[config.mk]
export PLATFORM = sky130hd
export DESIGN_NAME = buck_boost_integral_current_loop_top
export DESIGN_NICKNAME = d
export VERILOG_FILES = /design/src/design/bbicl_pkg.sv /design/src/design/bbicl_calc.sv /design/src/design/buck_boost_integral_current_loop_top.sv
export SDC_FILE = /design/constraint.sdc
export NUM_CORES = 1
export LEC_CHECK = 0
export BUFFER_PORTS_ARGS = -buffer_cell sky130_fd_sc_hd__buf_2
export CELL_PAD_IN_SITES_DETAIL_PLACEMENT = 0
export CELL_PAD_IN_SITES_GLOBAL_PLACEMENT = 1
export CORE_MARGIN = 4
export CORE_UTILIZATION = 46
export CTS_CLUSTER_DIAMETER = 120
export CTS_CLUSTER_SIZE = 24
export DETAILED_ROUTE_END_ITERATION = 16
export GPL_ROUTABILITY_DRIVEN = 0
export PLACE_DENSITY_LB_ADDON = 0.1
export REMOVE_ABC_BUFFERS = 1
export SLEW_MARGIN = 10
export SYNTH_ARGS = -nofsm -noshare
export SYNTH_HDL_FRONTEND = slang
export SYNTH_SLANG_ARGS = --single-unit
export TNS_END_PERCENT = 100
[constraint.sdc]
create_clock -name clk -period 13.1 [get_ports clk]
set_input_delay 1.31 -clock clk [delete_from_list [all_inputs] [get_ports clk]]
set_output_delay 1.31 -clock clk [all_outputs]
set_load 0.01 [all_outputs]
[src/design/bbicl_pkg.sv]
// ----------------------------------------------------------------------------
// bbicl_pkg
// Types and constants shared by the charger current loop modules.
// ----------------------------------------------------------------------------
package bbicl_pkg;

  localparam int FRACTION_BITS = 6;
  localparam int GAIN_SHIFT    = 2;

  localparam int SAMPLE_W    = 16;
  localparam int PERIOD_W    = 14;
  localparam int DRIVE_W     = 15;
  localparam int CFG_IDX_W   = 2;
  localparam int CFG_DATA_W  = 16;
  localparam int ACC_W       = DRIVE_W + FRACTION_BITS;
  localparam int ERR_W       = SAMPLE_W + 1;
  localparam int SUM_W       = ACC_W + 2;

  typedef enum logic [1:0] {
    ACT_TICK    = 2'd0,
    ACT_ENABLE  = 2'd1,
    ACT_DISABLE = 2'd2
  } action_t;

  typedef enum logic [CFG_IDX_W-1:0] {
    CFG_CUTOFF = 2'd0,
    CFG_PERIOD = 2'd1,
    CFG_MAXDRV = 2'd2
  } cfg_idx_t;

  localparam logic [SAMPLE_W-1:0] CUTOFF_RST = 16'd65535;
  localparam logic [PERIOD_W-1:0] PERIOD_RST = 14'd1023;
  localparam logic [DRIVE_W-1:0]  MAXDRV_RST = 15'd1637;

  typedef struct packed {
    logic [SAMPLE_W-1:0] cutoff_code;
    logic [PERIOD_W-1:0] pwm_period;
    logic [DRIVE_W-1:0]  max_drive;
  } cfg_t;

  typedef struct packed {
    logic [1:0]          action;
    logic [SAMPLE_W-1:0] current_sample;
    logic [SAMPLE_W-1:0] vout_sample;
    logic [SAMPLE_W-1:0] target_current;
    logic [SAMPLE_W-1:0] supply_level;
    logic [SAMPLE_W-1:0] output_level;
  } item_t;

  typedef struct packed {
    logic                drive_updated;
    logic [PERIOD_W-1:0] buck_duty;
    logic                buck_full_on;
    logic [DRIVE_W-1:0]  boost_duty;
    logic                running;
    logic                tripped;
  } result_t;

endpackage

[src/design/bbicl_calc.sv]
// ----------------------------------------------------------------------------
// bbicl_calc
// Per item: integral update, clamp, buck/boost split, enable/disable, trip.
// ----------------------------------------------------------------------------
module bbicl_calc (
  input  bbicl_pkg::item_t               item,
  input  bbicl_pkg::cfg_t                cfg,
  input  logic [bbicl_pkg::ACC_W-1:0]    acc,
  input  logic                           running,
  output logic [bbicl_pkg::ACC_W-1:0]    acc_nxt,
  output logic                           running_nxt,
  output bbicl_pkg::result_t             result
);

  logic signed [bbicl_pkg::ERR_W-1:0]   err;
  logic signed [bbicl_pkg::SUM_W-1:0]   err_scaled;
  logic signed [bbicl_pkg::SUM_W-1:0]   sum;
  logic        [bbicl_pkg::ACC_W-1:0]   ceiling;
  logic        [bbicl_pkg::ACC_W-1:0]   preset;
  logic        [bbicl_pkg::ACC_W-1:0]   acc_clamped;
  logic        [bbicl_pkg::DRIVE_W-1:0] drive_raw;
  logic        [bbicl_pkg::DRIVE_W-1:0] drive;
  logic        [bbicl_pkg::DRIVE_W-1:0] period_ext;
  bbicl_pkg::result_t                   res_off;
  bbicl_pkg::result_t                   res_on;

  always_comb begin
    err        = $signed({1'b0, item.target_current}) - $signed({1'b0, item.current_sample});
    err_scaled = bbicl_pkg::SUM_W'(err) <<< bbicl_pkg::GAIN_SHIFT;
    sum        = $signed({2'b00, acc}) + err_scaled;
    ceiling    = bbicl_pkg::ACC_W'(cfg.max_drive) << bbicl_pkg::FRACTION_BITS;
    preset     = bbicl_pkg::ACC_W'(cfg.pwm_period) << bbicl_pkg::FRACTION_BITS;

    if (sum[bbicl_pkg::SUM_W-1]) begin
      acc_clamped = '0;
    end else if (sum > $signed({2'b00, ceiling})) begin
      acc_clamped = ceiling;
    end else begin
      acc_clamped = sum[bbicl_pkg::ACC_W-1:0];
    end

    drive_raw  = acc_clamped[bbicl_pkg::ACC_W-1:bbicl_pkg::FRACTION_BITS];
    drive      = (drive_raw > cfg.max_drive) ? cfg.max_drive : drive_raw;
    period_ext = bbicl_pkg::DRIVE_W'(cfg.pwm_period);

    res_on.drive_updated = 1'b1;
    res_on.running       = 1'b1;
    res_on.tripped       = 1'b0;
    if (drive <= period_ext) begin
      res_on.buck_duty    = drive[bbicl_pkg::PERIOD_W-1:0];
      res_on.buck_full_on = 1'b0;
      res_on.boost_duty   = '0;
    end else begin
      res_on.buck_duty    = cfg.pwm_period;
      res_on.buck_full_on = 1'b1;
      res_on.boost_duty   = drive - period_ext;
    end
  end

  always_comb begin
    acc_nxt     = acc;
    running_nxt = running;
    res_off     = '0;
    unique case (bbicl_pkg::action_t'(item.action))
      bbicl_pkg::ACT_ENABLE: begin
        acc_nxt     = (item.output_level > item.supply_level) ? preset : '0;
        running_nxt = 1'b1;
      end
      bbicl_pkg::ACT_TICK: begin
        if (running && (item.vout_sample >= cfg.cutoff_code)) begin
          running_nxt     = 1'b0;
          res_off.tripped = 1'b1;
        end else if (running) begin
          acc_nxt = acc_clamped;
        end
      end
      default: begin
        running_nxt = 1'b0;
      end
    endcase
    res_off.running = running_nxt;
    result = (bbicl_pkg::action_t'(item.action) == bbicl_pkg::ACT_TICK && running
              && !(item.vout_sample >= cfg.cutoff_code)) ? res_on : res_off;
  end

endmodule

[src/design/buck_boost_integral_current_loop_top.sv]
// ----------------------------------------------------------------------------
// buck_boost_integral_current_loop_top
// Charger current loop: integral controller driving buck/boost PWM compares.
//
//   channel  direction  handshake           payload
//   in_      input      in_valid/in_stall   action, samples, levels
//   out_     output     out_valid/out_stall drive fields, running, tripped
//   cfg_     input      cfg_valid/cfg_ready index, data (always ready)
//
// one item per cycle unless stalled; out_valid follows the input register
// the accumulator is updated in the compute stage, so items follow back to back
// rst_n clears the loop state, the valid flags and the config to defaults
// a stall on out_ holds the result register and backs up into in_stall
// ----------------------------------------------------------------------------
module buck_boost_integral_current_loop_top (
  input  logic                                 clk,
  input  logic                                 rst_n,
  input  logic                                 in_valid,
  output logic                                 in_stall,
  input  logic [1:0]                           in_action,
  input  logic [bbicl_pkg::SAMPLE_W-1:0]       in_current_sample,
  input  logic [bbicl_pkg::SAMPLE_W-1:0]       in_vout_sample,
  input  logic [bbicl_pkg::SAMPLE_W-1:0]       in_target_current,
  input  logic [bbicl_pkg::SAMPLE_W-1:0]       in_supply_level,
  input  logic [bbicl_pkg::SAMPLE_W-1:0]       in_output_level,
  output logic                                 out_valid,
  input  logic                                 out_stall,
  output logic                                 out_drive_updated,
  output logic [bbicl_pkg::PERIOD_W-1:0]       out_buck_duty,
  output logic                                 out_buck_full_on,
  output logic [bbicl_pkg::DRIVE_W-1:0]        out_boost_duty,
  output logic                                 out_running,
  output logic                                 out_tripped,
  input  logic                                 cfg_valid,
  output logic                                 cfg_ready,
  input  logic [bbicl_pkg::CFG_IDX_W-1:0]      cfg_index,
  input  logic [bbicl_pkg::CFG_DATA_W-1:0]     cfg_data
);

  bbicl_pkg::cfg_t                   cfg_r;
  bbicl_pkg::item_t                  item_r;
  logic                              item_valid_r;
  logic [bbicl_pkg::ACC_W-1:0]       acc_r;
  logic [bbicl_pkg::ACC_W-1:0]       acc_nxt;
  logic                              running_r;
  logic                              running_nxt;
  bbicl_pkg::result_t                result_nxt;
  bbicl_pkg::result_t                result_r;
  logic                              out_valid_r;
  logic                              advance;
  logic                              in_take;

  assign cfg_ready = 1'b1;
  assign advance   = !out_valid_r || !out_stall;
  assign in_stall  = item_valid_r && !advance;
  assign in_take   = in_valid && !in_stall;

  always_ff @(posedge clk) begin
    if (!rst_n) begin
      cfg_r.cutoff_code <= bbicl_pkg::CUTOFF_RST;
      cfg_r.pwm_period  <= bbicl_pkg::PERIOD_RST;
      cfg_r.max_drive   <= bbicl_pkg::MAXDRV_RST;
    end else if (cfg_valid && cfg_ready) begin
      unique case (bbicl_pkg::cfg_idx_t'(cfg_index))
        bbicl_pkg::CFG_CUTOFF: cfg_r.cutoff_code <= cfg_data;
        bbicl_pkg::CFG_PERIOD: cfg_r.pwm_period  <= cfg_data[bbicl_pkg::PERIOD_W-1:0];
        bbicl_pkg::CFG_MAXDRV: cfg_r.max_drive   <= cfg_data[bbicl_pkg::DRIVE_W-1:0];
        default: ;
      endcase
    end
  end

  // input register
  always_ff @(posedge clk) begin
    if (!rst_n) begin
      item_valid_r <= 1'b0;
    end else if (!in_stall) begin
      item_valid_r <= in_valid;
    end
  end

  always_ff @(posedge clk) begin
    if (in_take) begin
      item_r.action         <= in_action;
      item_r.current_sample <= in_current_sample;
      item_r.vout_sample    <= in_vout_sample;
      item_r.target_current <= in_target_current;
      item_r.supply_level   <= in_supply_level;
      item_r.output_level   <= in_output_level;
    end
  end

  bbicl_calc u_calc (
    .item        (item_r),
    .cfg         (cfg_r),
    .acc         (acc_r),
    .running     (running_r),
    .acc_nxt     (acc_nxt),
    .running_nxt (running_nxt),
    .result      (result_nxt)
  );

  // loop state and result register
  always_ff @(posedge clk) begin
    if (!rst_n) begin
      acc_r       <= '0;
      running_r   <= 1'b0;
      out_valid_r <= 1'b0;
    end else if (advance) begin
      out_valid_r <= item_valid_r;
      if (item_valid_r) begin
        acc_r     <= acc_nxt;
        running_r <= running_nxt;
      end
    end
  end

  always_ff @(posedge clk) begin
    if (advance && item_valid_r) begin
      result_r <= result_nxt;
    end
  end

  assign out_valid         = out_valid_r;
  assign out_drive_updated = result_r.drive_updated;
  assign out_buck_duty     = result_r.buck_duty;
  assign out_buck_full_on  = result_r.buck_full_on;
  assign out_boost_duty    = result_r.boost_duty;
  assign out_running       = result_r.running;
  assign out_tripped       = result_r.tripped;

  a_trip_stops : assert property (@(posedge clk) disable iff (!rst_n)
    out_valid_r && result_r.tripped |-> !result_r.running && !result_r.drive_updated)
    else $error("trip result with loop still running");

  a_update_running : assert property (@(posedge clk) disable iff (!rst_n)
    out_valid_r && result_r.drive_updated |-> result_r.running)
    else $error("drive update while loop stopped");

  a_off_zero : assert property (@(posedge clk) disable iff (!rst_n)
    out_valid_r && !result_r.drive_updated |->
      result_r.buck_duty == '0 && result_r.boost_duty == '0 && !result_r.buck_full_on)
    else $error("drives not off without update");

  a_state_matches : assert property (@(posedge clk) disable iff (!rst_n)
    $past(advance && item_valid_r) |-> result_r.running == running_r)
    else $error("result running flag differs from loop state");

endmodule
-- Word-level counts from Yosys, hierarchy flattened
Index checks and enable logic that the tools add are counted.
- add/subtract/negate cells: 3
- $lt $le $gt $ge: 5
- equality and inequality tests: 5
- multiplexer cells: 13
- bitwise operators: 2
- reductions and logical operators: 22
- operators with widths (kind ; number):
    21-bit two-way mux ; 4
    21-bit one-hot mux with 2 select lines ; 1
    33-bit two-way mux ; 1
    30-bit two-way mux ; 1
    22-bit by 19-bit adder with 23-bit output ; 1
    23-bit by 22-bit greater-than comparator with 1-bit output ; 1
    20-bit two-way mux ; 1
    16-bit by 16-bit subtractor with 17-bit output ; 1
    16-bit greater-or-equal comparator ; 1
    16-bit greater-than comparator ; 1
    15-bit greater-than comparator ; 1
    15-bit by 14-bit <= comparator with 1-bit output ; 1
    15-bit two-way mux ; 1
    15-bit by 14-bit subtractor with 15-bit output ; 1
    2-bit AND reduction ; 4
    1-bit logical AND ; 6
    1-bit logical NOT ; 5
    5-bit AND reduction ; 1
    2-bit by 1-bit equality test with 1-bit output, second input constant ; 2
    2-bit logical NOT ; 2
    2-bit inequality test, second input constant ; 2
    2-bit OR reduction ; 2
    1-bit two-way mux ; 3
    2-bit equality test, second input constant ; 1
    other kinds (4) ; 5
- register bits: 184
- output and inout port bits: 36
- logic and storage cells: 69

-- Depth between registers and ports, before layout
Gate-level depths: netlist of run 1.
- word-level depth: 10
- gate-level depth with buffers: 54

-- By module
A second synthesis of run 1 with hierarchy kept.
- cell total of the unflattened synthesis: 1222
- area, all modules: 12115.4 um2
- modules (own cells, without submodules) (module ; times used ; cells each ; area an instance (um2)):
    buck_boost_integral_current_loop_top ; 1 ; 398 ; 6248.5
    bbicl_calc ; 1 ; 824 ; 5866.9

-- Worst setup path before layout of run 1
OpenSTA, ideal clock, no wires.
- path type: register to register
- start: register item_r[32] (netlist name)
- end: register result_r (netlist bit out_buck_duty[10]) (data pin)
- data arrival time: 9.059 ns
- required time: 12.844 ns
- setup slack: 3.785 ns
- stages on the path, launching flop included: 50
- path through: edfxtp_1 inv_1 ha_1 fa_1 nor2b_1 o31a_1 o41a_1 a21oi_2 nand2b_1 a21oi_1 xnor2_1 ha_1 nand4_1 a211oi_1 and3_1 nor2_1 o21ai_0 xor2_1 [14 not listed] a311o_1 nand2_1 and4_1 buf_6 buf_8 a22o_1 ha_1 nor2b_1 o21ai_0 a21oi_1 o21ai_0 a211oi_1 a21o_1 o41ai_1 o211ai_1 buf_4 buf_4 o211a_1
- longest elaborated chain between the ends: 9
- ends and longest elaborated chain (element ; line ; source):
    from (decl) ; buck_boost_integral_current_loop_top.sv:41 ; bbicl_pkg::item_t item_r;
    16-bit by 16-bit subtractor with 17-bit output (*) ; bbicl_calc.sv:28 ; err = $signed({1'b0, item.target_current}) - $signed({1'b0, item.current_sample});
    22-bit by 19-bit adder with 23-bit output (*) ; bbicl_calc.sv:30 ; sum = $signed({2'b00, acc}) + err_scaled;
    23-bit by 22-bit greater-than comparator with 1-bit output ; bbicl_calc.sv:36 ; end else if (sum > $signed({2'b00, ceiling})) begin
    21-bit two-way mux ; bbicl_calc.sv:36 ;
    21-bit two-way mux (*) ; bbicl_calc.sv:34 ; if (sum[bbicl_pkg::SUM_W-1]) begin
    15-bit greater-than comparator ; bbicl_calc.sv:43 ; drive = (drive_raw > cfg.max_drive) ? cfg.max_drive : drive_raw;
    15-bit two-way mux (*) ; bbicl_calc.sv:43 ;
    15-bit by 14-bit <= comparator with 1-bit output ; bbicl_calc.sv:49 ; if (drive <= period_ext) begin
    30-bit two-way mux (*) ; bbicl_calc.sv:49 ;
    to (signal assigned) ; buck_boost_integral_current_loop_top.sv:120 ; result_r <= result_nxt;
    to (decl) ; buck_boost_integral_current_loop_top.sv:48 ; bbicl_pkg::result_t result_r;
Every way passes the cells marked *; elsewhere a longest branch is shown, timed or not.
A chain may end at the register's enable or synchronous reset.

-- Final worst setup path of run 1
- start: register item_r[65] (netlist name)
- end: register result_r (netlist bit out_boost_duty[11]) (data pin)
- longest elaborated chain between the ends: 9
- elaborated cells between the ends (all ways): 10
- classes of those cells: add/sub (3); order compare (3); mux (3); reduce/logical (1)
- ends and longest elaborated chain (element ; line):
    16-bit by 16-bit subtractor with 17-bit output (*) ; bbicl_calc.sv:28
    22-bit by 19-bit adder with 23-bit output (*) ; bbicl_calc.sv:30
    23-bit by 22-bit greater-than comparator with 1-bit output ; bbicl_calc.sv:36
    21-bit two-way mux ; bbicl_calc.sv:36
    21-bit two-way mux (*) ; bbicl_calc.sv:34
    15-bit greater-than comparator ; bbicl_calc.sv:43
    15-bit two-way mux (*) ; bbicl_calc.sv:43
    15-bit by 14-bit <= comparator with 1-bit output ; bbicl_calc.sv:49
    2-bit OR reduction (no line) ; -
Marks and branches as above.

==> results of run 1 <==
[cells by family after synthesis]
family                   synth area share, %
multiplexers                            1.42
adder cells (fa/ha/maj)                 13.9
XOR/XNOR                                3.36
flip-flops                              44.8
other                                 0.0350
AND/OR/NAND/NOR                         13.7
buffers and inverters                   5.34
AO/OA/AOI/OAI                           17.5
[power by group through the flow]
stage / clock [mW] / sequential, mW / combinational (mW)
after global routing: 0.558 / 0.652 / 0.456
after global placement: 0 / 0.662 / 0.404
after floorplan: 0 / 0.663 / 0.288
after CTS: 0.532 / 0.649 / 0.406
after detailed placement: 0 / 0.662 / 0.404
final: 0.519 / 0.649 / 0.407
[layout by cell type (no fill, tap or decap), types with 7 or more instances in the layout]
cell and count:
buf_2 139, nand2_1 117, edfxtp_1 115, ha_1 114, inv_1 108, a21oi_1 67, dfxtp_1 67, nor2_1 63
o211ai_1 33, xnor2_1 30, o21ai_0 28, nand3_1 26, a21o_1 25, nand2b_1 23, clkbuf_16 18, nand4_1 17
a31oi_1 16, nor2b_1 13, o21a_1 13, nor3_1 13, mux2i_1 13, o211a_1 13, a22o_1 10, and3_1 9
xor2_1 8, o21bai_1 8, or2_2 7
[sequential cells by signal, indices dropped and copies added (netlist names)]
signal / count
item_r: 82
cfg_r: 45
acc_r: 19
out_boost_duty: 15
out_buck_duty: 14
item_valid_r: 1
out_buck_full_on: 1
out_drive_updated: 1
out_running: 1
out_tripped: 1
out_valid: 1
running_r: 1
[cell type report]
type                       count  area share [%]
sequential                   182            39.0
timing repair buffer         145            6.02
inverter                     109            3.33
clock inverter                13            1.25
multi-input combinational    748            43.6
clock buffer                  19            3.69
tap                          313            3.18
[critical path, delay by kind of cell (launching register included)]
family	cells	cell delay, ns
flip-flops	1	0.38
adder cells (fa/ha/maj)	5	1.46
XOR/XNOR	2	0.47
AND/OR/NAND/NOR	14	2.96
AO/OA/AOI/OAI	23	4.99
buffers and inverters	2	0.29
multiplexers	1	0.29
[per-layer routing]
metal | vias up | track usage, % | share of wire, %
met5 | - | 0 | 0
li1 | 4120 | - | -
met4 | 0 | 5.71 | 1.7
met3 | 27 | 2.95 | 4.3
met2 | 193 | 31.9 | 47
met1 | 3789 | 28.2 | 47
[through the flow]
stage / hold slack, ns / instance area (sq um)
after floorplan: 0.436 / 10600
after global placement: 0.446 / 11700
after detailed placement: 0.453 / 11700
after CTS: 0.475 / 12300
after global routing: 0.502 / 12300
final: 0.472 / 12300
[worst paths after layout]
check / startpoint / cells past startpoint / slack, ns / end
setup / recovery: item_r[65] / 47 / 1.94 / out_boost_duty[11]
hold / removal: cfg_r[14] / 2 / 0.47 / cfg_r[14]
setup reg to reg: item_r[65] / 47 / 1.94 / out_boost_duty[11]
hold reg to reg: cfg_r[14] / 2 / 0.47 / cfg_r[14]
==> impl_results.md, run 1 <==
- CP Class: register to register
- CTS Buf Count: 17
- Worst vdd ir: ~75 uV
- Cts hold-fix bufs: 0
- Slack of the critical path: 1.94 ns
- Fin crit period: 11.16 ns
- Multi-input logic area: 0.00536 sq mm
- Die Wd: between 150 and 200 um
- Switching Fraction: approximately a third
- Nature of the critical path startpoint: register
- P per Cell Area: 128 mW/mm^2
- Int Pwr: 1.07 mW
- Layout cells sized above 1: 17.0%
- Post-Layout Cell Count: approximately 1500
- Post-route ant nets: 0
- Dominant cells by area after synthesis: edfxtp_1, ha_1, dfxtp_1
- Largest net degree at the start of global routing: 83
- Post-DP HPWL: 19.8 mm
- Initial Util: 47.0%
- Cell with the most instances after synthesis: nand2_1
- Antenna cell count: 0
- Vias in the first global route: 7835
- Area fraction of the dominant cell type after synthesis: 32.2%
- Post-synth EDFFs: 115
- Max-Cap Viols: 0
- CTS resizes: 0
- Sequential power share: 41.2%
- Die area: ~0.026 sq mm
- Final Hold Violating Endpoints: 0
- Reg clk slew, reported paths: ~0.080 ns
- Setup bufs post-CTS: 0
- Routed Wire Length: ~25 mm
- Worst path required time: roughly 13 ns
- I/O Buffers: 139
- DR iter-0 viols: 447
- Area Growth Syn to Fin: 14.8%
- Synth warnings: 0
- Worst EP arrival: 11.32 ns
- Core region area: between 0.02 and 0.025 sq mm
- FF/Latch Area: 0.00479 sq mm
- Clock Power Share: 33.0%
- Unrepaired setup endpoints after global routing: no
- FF+latch count, synth: 182
- CTS tree: done
- CTS Sinks: 182
- Commonest register cell after synthesis: edfxtp_1
- Mapped Cells: 1071
- I/O pins: 141
- Total number of vias: 8129
- Post-DR wirelength/cell: between 15 and 20 um
- Count of cell types in the netlist: 77
- First-pass GRT wire length: 41.2 mm
- Depth of the CTS H-tree: 4
- Final period utilization: between 80% and 90%
- Clk_skew: 0.0160 ns
- Max FO, Critical Path: 29
- Placement Rows: 55
- Status: finished, final reports clean
- Utilization after layout: between 50% and 60%
- Most frequent CP cell: o21ai_0
- Slew headroom: 26.1%
- Cell taking the most area after synthesis: edfxtp_1
- Syn avg cell area: around 10 sq um
- 1st-pass router iterations: 5
- DRC Markers: 0
- Total Power: ~1.6 mW
- HP Class: register to register
- Overflow after GRT: 0
- Worst setup EP type: register
- CP max-delay cell: and4_1
- Least-Margin Pin Slew: between 1 and 1.5 ns
- Async SR Flop Fraction: 0%
- # fillers: 2126
- Final Max Slew Viols: 0
- GR Util All Layers: 19.9%
- Vias/cell: approximately 5.3
- Leak Pwr: 5.55 nW
- Register area share after synthesis: 44.8%
- Combinational Power Share: between 20% and 30%
- Max incr delay on CP: roughly 0.55 ns
- Place WS: ~2.1 ns
- Setup violators final: 0
- Synth Cell Area: ~0.011 sq mm
- Clk buf depth: 2
- NetSw: ~0.51 mW
- Final setup TNS: 0 ns
- Dpl cells: between 1000 and 1500
- Root Buffer: clkbuf_16
- Clk_lat worst skew: 0.43 ns
- Achievable clock frequency: ~90 MHz
- Nets: 1425
- Initial antenna violation count: 0
- Die H: approximately 160 um
- Synth cell count leaders: nand2_1, edfxtp_1, ha_1
(Power assumes the default switching activity.)
==> inputs of run 2 (changes only) <==
--- a/config.mk
+++ b/config.mk
@@ -5,6 +5,7 @@
 export SDC_FILE = /design/constraint.sdc
 export NUM_CORES = 1
 export LEC_CHECK = 0
+export ABC_CLOCK_PERIOD_IN_PS = 13100
 export BUFFER_PORTS_ARGS = -buffer_cell sky130_fd_sc_hd__buf_2
 export CELL_PAD_IN_SITES_DETAIL_PLACEMENT = 0
 export CELL_PAD_IN_SITES_GLOBAL_PLACEMENT = 1
@@ -14,7 +15,7 @@
 export CTS_CLUSTER_SIZE = 24
 export DETAILED_ROUTE_END_ITERATION = 16
 export GPL_ROUTABILITY_DRIVEN = 0
-export PLACE_DENSITY_LB_ADDON = 0.1
+export PLACE_DENSITY = 0.78
 export REMOVE_ABC_BUFFERS = 1
 export SLEW_MARGIN = 10
 export SYNTH_ARGS = -nofsm -noshare
==> run 2 against run 1 <==
  * Core utilization about the same
  * Clock skew shrank 0.0080 ns
  * First-iteration DRC count up 2.5%
  * Worst hold slack got worse by 0.012 ns
  * Combinational power about the same
  * Largest cell class unchanged
==> impl_results.md, run 2 (synthesis gave the netlist of run 1 again) <==
- Routing usage on met2: 32.0% (+0.077 points)
- Core region area: 0.0228 sq mm (unchanged)
- Clk buf depth: 2 (unchanged)
- Largest net degree at the start of global routing: 83 (unchanged)
- Max incr delay on CP: 0.54 ns (about the same)
- Overflow after GRT: 0 (unchanged)
- Nets: 1425 (unchanged)
- M1 GR Usage: 26.5% (-1.7 points)
- Worst setup EP type: register
- Post-route ant nets: 0 (unchanged)
- Die Wd: 161 um (unchanged)
- CP max-delay cell: and4_1
- Post-Layout Inst Area: 0.0123 sq mm (about the same)
- Post-DP HPWL: 19.5 mm (-1.7%)
- Die area: 0.0258 sq mm (unchanged)
- Final Hold Violating Endpoints: 0 (unchanged)
- Post-DR wirelength/cell: 16.3 um (-1.8%)
- Total number of vias: 8021 (-1.3%)
- Root Buffer: clkbuf_16
- Final Max Slew Viols: 0 (unchanged)
- Placement Rows: 55 (unchanged)
- Vias/cell: 5.25 (-1.3%)
- DRC Markers: 0 (unchanged)
- 1st-pass router iterations: 5 (unchanged)
- Nature of the critical path startpoint: register
- Vias in the first global route: 7930 (+1.2%)
- Status: finished, final reports clean
- CTS resizes: 0 (unchanged)
- Reg clk slew, reported paths: 0.07 ns (about the same)
- Max FO, Critical Path: 29 (unchanged)
- Most frequent CP cell: ha_1
- Setup violators final: 0 (unchanged)
- CTS Buf Count: 17 (unchanged)
- Commonest non-fill, non-tap cell in the layout: buf_2
- Top Usage Layer GRT: met2
- CP Class: register to register
- Post-DP Area: 0.0117 sq mm (unchanged)
- M3 GR Usage: 3.54% (+0.59 points)
- Clk_lat worst skew: 0.43 ns (about the same)
- Utilization after layout: 54.0% (about the same)
- # fillers: 2086 (-1.9%)
- Initial antenna violation count: 1 (+1)
- HP Class: register to register
- Setup bufs post-CTS: 0 (unchanged)
- Unrepaired setup endpoints after global routing: no
- Cts hold-fix bufs: 0 (unchanged)
- CTS Sinks: 182 (unchanged)
- First-pass GRT wire length: 40.7 mm (-1.2%)
- Clk_skew: 0.00796 ns (-0.00802 ns)
- Largest Register: item_r
- Final setup TNS: 0 ns (unchanged)
- Max-Cap Viols: 0 (unchanged)
- Area Growth Syn to Fin: 14.7% (about the same)
- Leak Pwr: 5.54 nW (-0.16%)
- P per Cell Area: 128 mW/mm^2 (+0.18%)
- I/O Buffers: 139 (unchanged)
- GR Util All Layers: 19.5% (-0.38 points)
- Antenna cell count: 0 (unchanged)
- CTS tree: done
- Worst vdd ir: 67.5 uV (-10%)
- Depth of the CTS H-tree: 4 (unchanged)
- Die H: 161 um (unchanged)
- Commonest cells after routing, fill and taps aside: buf_2, nand2_1, edfxtp_1, ha_1, inv_1
- Least-Margin Pin Slew: 1.11 ns (+0.00781 ns)
- Slew headroom: 25.6% (-0.52 points)
- Worst path required time: 13.26 ns (about the same)
- Achievable clock frequency: 90.2 MHz (+0.62%)
- I/O pins: 141 (unchanged)
- Final period utilization: 84.7% (-0.53 points)
- Initial Util: 47.0% (unchanged)
- Routed Wire Length: 25.0 mm (-1.8%)
- Largest register FFs: 82 (unchanged)
- Worst EP arrival: 11.25 ns (-0.07 ns)
- Biggest regs: item_r (82), cfg_r (45), acc_r (19)
- DR iter-0 viols: 458 (+2.5%)
- Fin crit period: 11.09 ns (-0.0688 ns)
- Layout cells sized above 1: 16.9% (-0.082 points)
-- run 2: changes by cell type in the layout (fill, tap and decap cells not counted), moves of 2 or more --
| cell | previous run | this run |
|---|---|---|
| clkinv_8 | 4 | 1 |
| bufinv_16 | 0 | 2 |
| clkinv_1 | 1 | 3 |
| clkinvlp_4 | 0 | 2 |
-- run 2: power breakdown --
part	switching (mW)	total (mW)	internal [mW]	leakage (nW)
Clock	0.235	0.522	0.287	0.287
Combinational	0.242	0.406	0.164	3.60
Sequential	0.0106	0.649	0.638	1.65
-- run 2: path summary, 6_finish.rpt --
path	start	to	slack, ns	depth (start not counted)
max	item_r[32]	out_boost_duty[7]	2.01	46
min	acc_r[2]	acc_r[2]	0.46	2
max reg2reg	item_r[32]	out_boost_duty[7]	2.01	46
min reg2reg	acc_r[2]	acc_r[2]	0.46	2
-- run 2: cell type report --
class	count	area [sq um]	area share (%)
clock buffer	17	425	3.46
multi-input combinational	748	5360	43.6
timing repair buffer	145	741	6.02
inverter	109	409	3.33
sequential	182	4790	39.0
clock inverter	15	173	1.40
tap	313	392	3.19
-- run 2: worst max-delay path, delay by kind of cell, from the launching register on --
family          cells  cell delay [ns]
xor+xnor            2             0.42
fa+ha+maj           6             1.64
buf+inv             2             0.30
simple gates       14             2.84
mux                 1             0.31
flops               1             0.36
compound gates     21             4.91
-- run 2: through the flow --
step	cells	hold slack (ns)	total power, mW	setup slack [ns]
after floorplan	1039	0.436	0.951	2.65
after global placement	1497	0.446	1.06	2.41
after detailed placement	1497	0.453	1.07	2.15
after CTS	1529	0.465	1.59	2.08
after global routing	1529	0.486	1.67	0.794
final	1529	0.460	1.58	2.01
-- run 2: metal layers --
metal  routed length, um  vias up
li1                    -     4121
met4                 484        2
met5                   7        -
met2               11700      175
met3                1200       34
met1               11600     3689
